[config.mk]
export PLATFORM = sky130hd
export DESIGN_NAME = ptfa_frame_search
export DESIGN_NICKNAME = d
export VERILOG_FILES = /design/src/hw/rtl/ptfa_pkg.sv /design/src/hw/rtl/ptfa_frame_search.sv
export SDC_FILE = /design/constraint.sdc
export NUM_CORES = 1
export LEC_CHECK = 0
export CORE_AREA = 2 2 39 41
export DETAILED_ROUTE_END_ITERATION = 16
export DIE_AREA = 0 0 41 43
export DONT_BUFFER_PORTS = 1
export HOLD_SLACK_MARGIN = 0.1
export PLACE_DENSITY_LB_ADDON = 0.08
export SETUP_SLACK_MARGIN = 0.2
export SLEW_MARGIN = 25
export SYNTH_ARGS = -nofsm -noshare
export SYNTH_HDL_FRONTEND = slang
export SYNTH_SLANG_ARGS = --single-unit
[constraint.sdc]
create_clock -name clk -period 1.92 [get_ports clk]
set_input_delay 0.192 -clock clk [delete_from_list [all_inputs] [get_ports clk]]
set_output_delay 0.192 -clock clk [all_outputs]
set_load 0.1 [all_outputs]
[src/hw/rtl/ptfa_pkg.sv]
// Shared constants for the page table frame allocator.
// No dependencies.
`default_nettype none
package ptfa_pkg;
    localparam int ADDR_W  = 48;
    localparam int BYTES_W = 21;
    localparam int TASK_W  = 4;
    localparam int CNT_W   = 9;
    localparam int TOT_W   = 32;
    localparam int FREE_W  = 11;
    localparam logic [TOT_W-1:0] TOT_MAX = '1;
endpackage
`default_nettype wire

[src/hw/rtl/ptfa_frame_search.sv]
// First-free frame allocator: frames are handed out lowest first and never freed.
// Depends on ptfa_pkg.
`default_nettype none
module ptfa_frame_search
    import ptfa_pkg::*;
#(
    parameter int FRAMES = 1024
) (
    input  wire logic                      clk,
    input  wire logic                      rst_n,
    input  wire logic                      go,
    output logic                           done,
    output logic                           found,
    output logic [$clog2(FRAMES)-1:0]      frame
);
    localparam int FW = $clog2(FRAMES);
    // frames below next_reg are all taken, so next_reg is the lowest free frame
    logic [FW:0] next_reg;
    logic        run_reg;

    always_ff @(posedge clk or negedge rst_n)
    begin
        if (!rst_n)
        begin
            next_reg <= '0;
            run_reg  <= 1'b0;
        end
        else
        begin
            run_reg <= go;
            if (run_reg && found)
                next_reg <= next_reg + 1'b1;
        end
    end

    assign done  = run_reg;
    assign found = next_reg < (FW+1)'(FRAMES);
    assign frame = next_reg[FW-1:0];
endmodule
`default_nettype wire

==> out/qor.csv, run 1 <==
metric,value,unit
cts_max_level,1,
ys_warn_count,0,
synthTopCellsByArea,"dfrtp_1 (50%), buf_4 (13%), xnor2_1 (7.3%)",
worstReg2RegEnd,next_reg[7],
avgSynthCellArea,11.3,µm²
yosysMostFrequentCell,dfrtp_1,
clk_latency,0.27,ns
cts_setup_buffers,0,
setup_tns,0,ns
r2r_start,next_reg[0],
die_h,43,µm
clock_path_buffers,2,
num_vias,385,
synth_edf_count,0,
rows,14,
cts_hold_buffers,2,
synthesis.nets,57,
path_clk_slew,0.07,ns
wl_per_cell,12.7,µm
setup_viol,0,
fill_cells,131,
utilization,49.9,%
place_hpwl,771,µm
ys_seq_area_share,50.2,%
synth-main-ff-cell,dfrtp_1,
overflow,0,
syn2layout_area_growth,15.5,%
synth_cell_types,17,
drc,0,
dieArea,0.00176,mm²
finalHoldViolCount,0,
worstPathMaxFanout,4,
synth_common_cells,"dfrtp_1 (12), buf_4 (10), xnor2_1 (5)",
n_antenna_cell,0,
rr_worst_depth,4,
cts_resized,0,
fp.dieW,41,µm
cts_tree,yes,
r2r_setup_slack,0.62,ns
netlist.top_cell.by_area,dfrtp_1,
crit_type,reg -> reg,
grt_antenna_before_repair,0,
grt_usage,14.3,%
core_area,0.00138,mm²
hp-class,in -> async,
cts_buffers,3,
numClockSinks,12,
routed_wl,981,µm
routabilityCongestion,0.685,
drive_gt1_share,34.4,%
async_reset_ff_share,100,%
syn_inst,53,
vias_per_cell,5.00,
min_period,1.30,ns
status,"complete, no violations",
slew_headroom,64.2,%
drt-pass1-iter-count,4,
largest_reg_flops,11,
drv_slew,0,
cp.required,2.12,ns
grt_max_degree,13,
ant_nets,0,
arrival,1.49,ns
worst_pin_slew,0.536,ns
fin_crit_sh,67.5,%
final_nets,66,
ios,15,
end_kind,flip-flop,
crit_path_start_kind,flip-flop,
grt_first_pass_wirelength,1570,µm
fmax,0.772,GHz
rsz0062_at_grt,no,
netlist_area,598,µm²
cts_root_buffer,clkbuf_4,
start_util,43.2,%
grt_pass1_vias,356,
drv_cap,0,
portBuffers,0,
synth_seq_cells,12,
final.setup_skew,0.00249,ns
synth_top_area_share,50.2,%
drt_iter0_drc,3,
==> cell families after synthesis <==
group | Yosys count | synth area share, %
AOI/OAI and AO/OA | 1 | 1.46
xor gates and xnor gates | 9 | 13.2
adders and majority gates | 1 | 2.09
muxes | 1 | 1.88
buffers and inverters | 13 | 14.4
and+or+nand+nor | 16 | 16.7
DFF | 12 | 50.2
==> worst max-delay path by stage <==
| stage | startpoint | endpoint | slack, ns | cells past startpoint |
|---|---|---|---|---|
| 3_5_place_dp | next_reg[0] | next_reg[7] | 0.62 | 4 |
| 2_1_floorplan | done | next_reg[1] | 0.46 | 2 |
| 5_1_grt | next_reg[0] | next_reg[5] | 0.50 | 4 |
| 6_report | next_reg[0] | next_reg[7] | 0.62 | 4 |
| 3_3_place_gp | next_reg[0] | next_reg[9] | 0.66 | 4 |
| 4_1_cts | next_reg[0] | next_reg[7] | 0.60 | 4 |
==> final cells by class <==
class | count | area (µm²) | share of cell area, %
Clock buffer | 4 | 36.3 | 5.25
Inverter | 3 | 11.3 | 1.63
Multi-Input combinational cell | 28 | 211 | 30.6
Sequential cell | 12 | 302 | 43.7
Tap cell | 16 | 20.0 | 2.90
Timing Repair Buffer | 14 | 110 | 15.9
==> per-stage QoR <==
stage / cells / area, µm² / setup WS (ns) / hold WS (ns)
CTS: 77 / 691 / 0.605 / 0.348
finish: 77 / 691 / 0.624 / 0.338
floorplan: 53 / 599 / 0.462 / -0.104
detailed placement: 71 / 634 / 0.621 / -0.103
global placement: 71 / 634 / 0.657 / -0.103
global route: 77 / 691 / 0.497 / 0.363
==> per-layer routing <==
metal	global-route usage, %	vias up	routed length [µm]
met2	21.6	10	518
met1	15.1	187	385
met5	0	-	0
met4	12.0	0	19
li1	-	186	-
met3	4.71	2	57
==> placed cells by master, fill, tap and decap left out, drive strengths merged <==
master and n:
buf 12, clkbuf 4, dfrtp 12, dlygate4sd3 2
ha 1, inv 3, mux2 1, nand2 3
nand3 1, nand3b 1, nand4 4, nand4b 1
nor2 1, nor2b 1, nor3 4, o41ai 1
xnor2 5, xor2 4
==> worst max-delay path: stages, from the launching register on <==
cell,delay [ns]
dfrtp_1,0.36
buf_4,0.31
nand4_1,0.23
nor3_2,0.17
xor2_1,0.15
Power of run 1 is not shown: default switching activity piles up to over one toggle a cycle in this logic, so the estimate is an artifact.
==> inputs of run 2 (changes only) <==
--- a/config.mk
+++ b/config.mk
@@ -5,6 +5,7 @@
 export SDC_FILE = /design/constraint.sdc
 export NUM_CORES = 1
 export LEC_CHECK = 0
+export ABC_AREA = 1
 export CORE_AREA = 2 2 39 41
 export DETAILED_ROUTE_END_ITERATION = 16
 export DIE_AREA = 0 0 41 43
==> constraint.sdc (replaced) <==
create_clock -name clk -period 1.2 [get_ports clk]
set_input_delay 0.12 -clock clk [delete_from_list [all_inputs] [get_ports clk]]
set_output_delay 0.12 -clock clk [all_outputs]
set_load 0.1 [all_outputs]
==> run 2 against run 1 <==
First-iteration DRC count rose to 3.7 times the previous value. Core utilization rose by 30 points. Clock skew shrank 0.0017 ns. Synthesized cell count increased by 57%. Largest cell class is now buffers.
==> out/qor.csv, run 2 <==
metric,value,unit
ios,15,
powerDensity,2760,mW/mm²
worst_pin_slew,0.560,ns
synth_top_area_share,45.5,%
mostFrequentLayoutCell,nand2_1,
cpPeakStageDelay,0.50,ns
clk_latency,0.27,ns
crit_path_start_kind,flip-flop,
netlist_area,661,µm²
fin_crit_sh,98.0,%
start_util,47.7,%
async_reset_ff_share,100,%
synth-main-ff-cell,dfrtp_1,
place_hpwl,889,µm
num_vias,584,
drc,0,
timing.hold.ws,0.272,ns
path_clk_slew,0.08,ns
synthTopCellsByArea,"dfrtp_1 (45%), nand2_1 (13%), buf_4 (11%)",
final_cell_mix,"nand2_1 (18), buf_12 (11), buf_4 (10)",
setup_tns,0,ns
vdd_drop_max,1.52,mV
synth_seq_cells,12,
routed_wl,1610,µm
synth_common_cells,"nand2_1 (23), inv_1 (13), dfrtp_1 (12)",
regArea,312,µm²
ant_nets,0,
setup_viol,0,
finalInstanceArea,0.00110,mm²
netlist.top_cell.by_area,dfrtp_1,
slew_headroom,62.5,%
drv_slew,0,
synth_cell_types,14,
ys_warn_count,0,
drt_iter0_drc,11,
grt_first_pass_wirelength,2410,µm
finalHoldViolCount,0,
cts_max_level,1,
total_leakage_power,0.000511,µW
fp.dieW,41,µm
crit_buf_inv,2,
grt_antenna_before_repair,0,
rsz0062_at_grt,yes,
routabilityCongestion,0.749,
largest_reg_flops,11,
yosysMostFrequentCell,nand2_1,
crit_type,reg -> out,
syn_inst,83,
crit_path_cell_trace,"buf_6, buf_12",
drv_cap,0,
synthesis.nets,87,
cts_root_buffer,clkbuf_4,
fmax,0.850,GHz
status,"complete, no violations",
n_antenna_cell,0,
grt_usage,20.0,%
ys_seq_area_share,45.5,%
cp.required,1.08,ns
multi_input_area,319,µm²
dieArea,0.00176,mm²
cts_tree,yes,
worstPathMaxFanout,3,
hp-class,in -> async,
core_area,0.00138,mm²
fill_cells,87,
portBuffers,0,
rows,14,
end_kind,output pin,
die_h,43,µm
syn2layout_area_growth,67.0,%
cp_top_family,flip-flops,
arrival,1.06,ns
grt_pass1_vias,589,
min_period,1.18,ns
drive_gt1_share,54.3,%
wl_per_cell,13.3,µm
cts_buffers,3,
critPathSlowestCell,dfrtp_4,
postPlaceCellArea,736,µm²
final.setup_skew,0.000793,ns
drt-pass1-iter-count,4,
synth_edf_count,0,
final_nets,110,
overflow,0,
numClockSinks,12,
avgSynthCellArea,7.96,µm²
total_power,3050,µW
grt_max_degree,13,
clock_path_buffers,2,
vias_per_cell,4.83,
[run 2: what timing repair did]
action / CTS / global route
endpoints found under the hold margin: 13 / 0
setup endpoints to repair: 20 / 23
hold buffers: 2 / 0
pin swaps: 7 / 6
setup buffers: 8 / 4
resized for setup: 45 / 17
[run 2: cells by family (layout without fill, tap and decap cells)]
logic type / count (synthesis) / count (layout) / share of synthesized area [%]
and+or+nand+nor: 42 / 42 / 27.8
buffers and inverters: 23 / 45 / 18.8
xor gates and xnor gates: 4 / 4 / 5.30
adders and majority gates: 1 / 1 / 1.89
AOI/OAI and AO/OA: 1 / 1 / 0.757
DFF: 12 / 12 / 45.5
[run 2: worst paths after layout]
path / endpoint / cells after the start / slack, ns / start
setup reg to reg: next_reg[8] / 5 / 0.05 / next_reg[6]
max in group asynchronous: done / 1 / 0.51 / rst_n
min in group clk: done / 1 / 0.40 / go
hold / removal: next_reg[0] / 1 / 0.27 / rst_n
setup / recovery: done / 2 / 0.02 / done
hold reg to reg: next_reg[2] / 1 / 0.57 / next_reg[2]
[run 2: worst reg2reg max path, delay by kind of cell, from the launching register on]
family        cells  cell delay (ns)
simple gates      4             0.52
buf+inv           1             0.10
flops             1             0.44
[run 2: metrics by stage]
| stage | util [%] | setup slack, ns | cells |
|---|---|---|---|
| finish | 79.7 | 0.0234 | 121 |
| global route | 79.7 | -0.0125 | 121 |
| CTS | 72.7 | 0.0339 | 117 |
| detailed placement | 53.2 | 0.0507 | 103 |
| global placement | 53.2 | 0.0823 | 103 |
| floorplan | - | -0.213 | 83 |
[run 2: layer usage]
metal  share of wire [%]  global-route usage [%]  wire length, µm
met5                   0                       0                0
met4                0.62                    6.00               10
met3                 3.3                    4.71               53
met2                  54                    32.5              869
met1                  42                    25.2              677
[run 2: final cells by class]
class | count | share of cell area [%]
timing repair buffer | 28 | 33.7
multi-input combinational | 48 | 28.9
sequential | 12 | 28.2
inverter | 13 | 4.99
clock buffer | 4 | 2.38
tap | 16 | 1.81
[run 2: power breakdown]
part | switching, µW | internal [µW] | leakage (µW) | total (µW)
Combinational | 1230 | 810 | 0.000350 | 2040
Sequential | 206 | 534 | 0.000146 | 740
Clock | 142 | 129 | 0.0000150 | 271
Note: power is estimated with default switching activity, not from simulation.
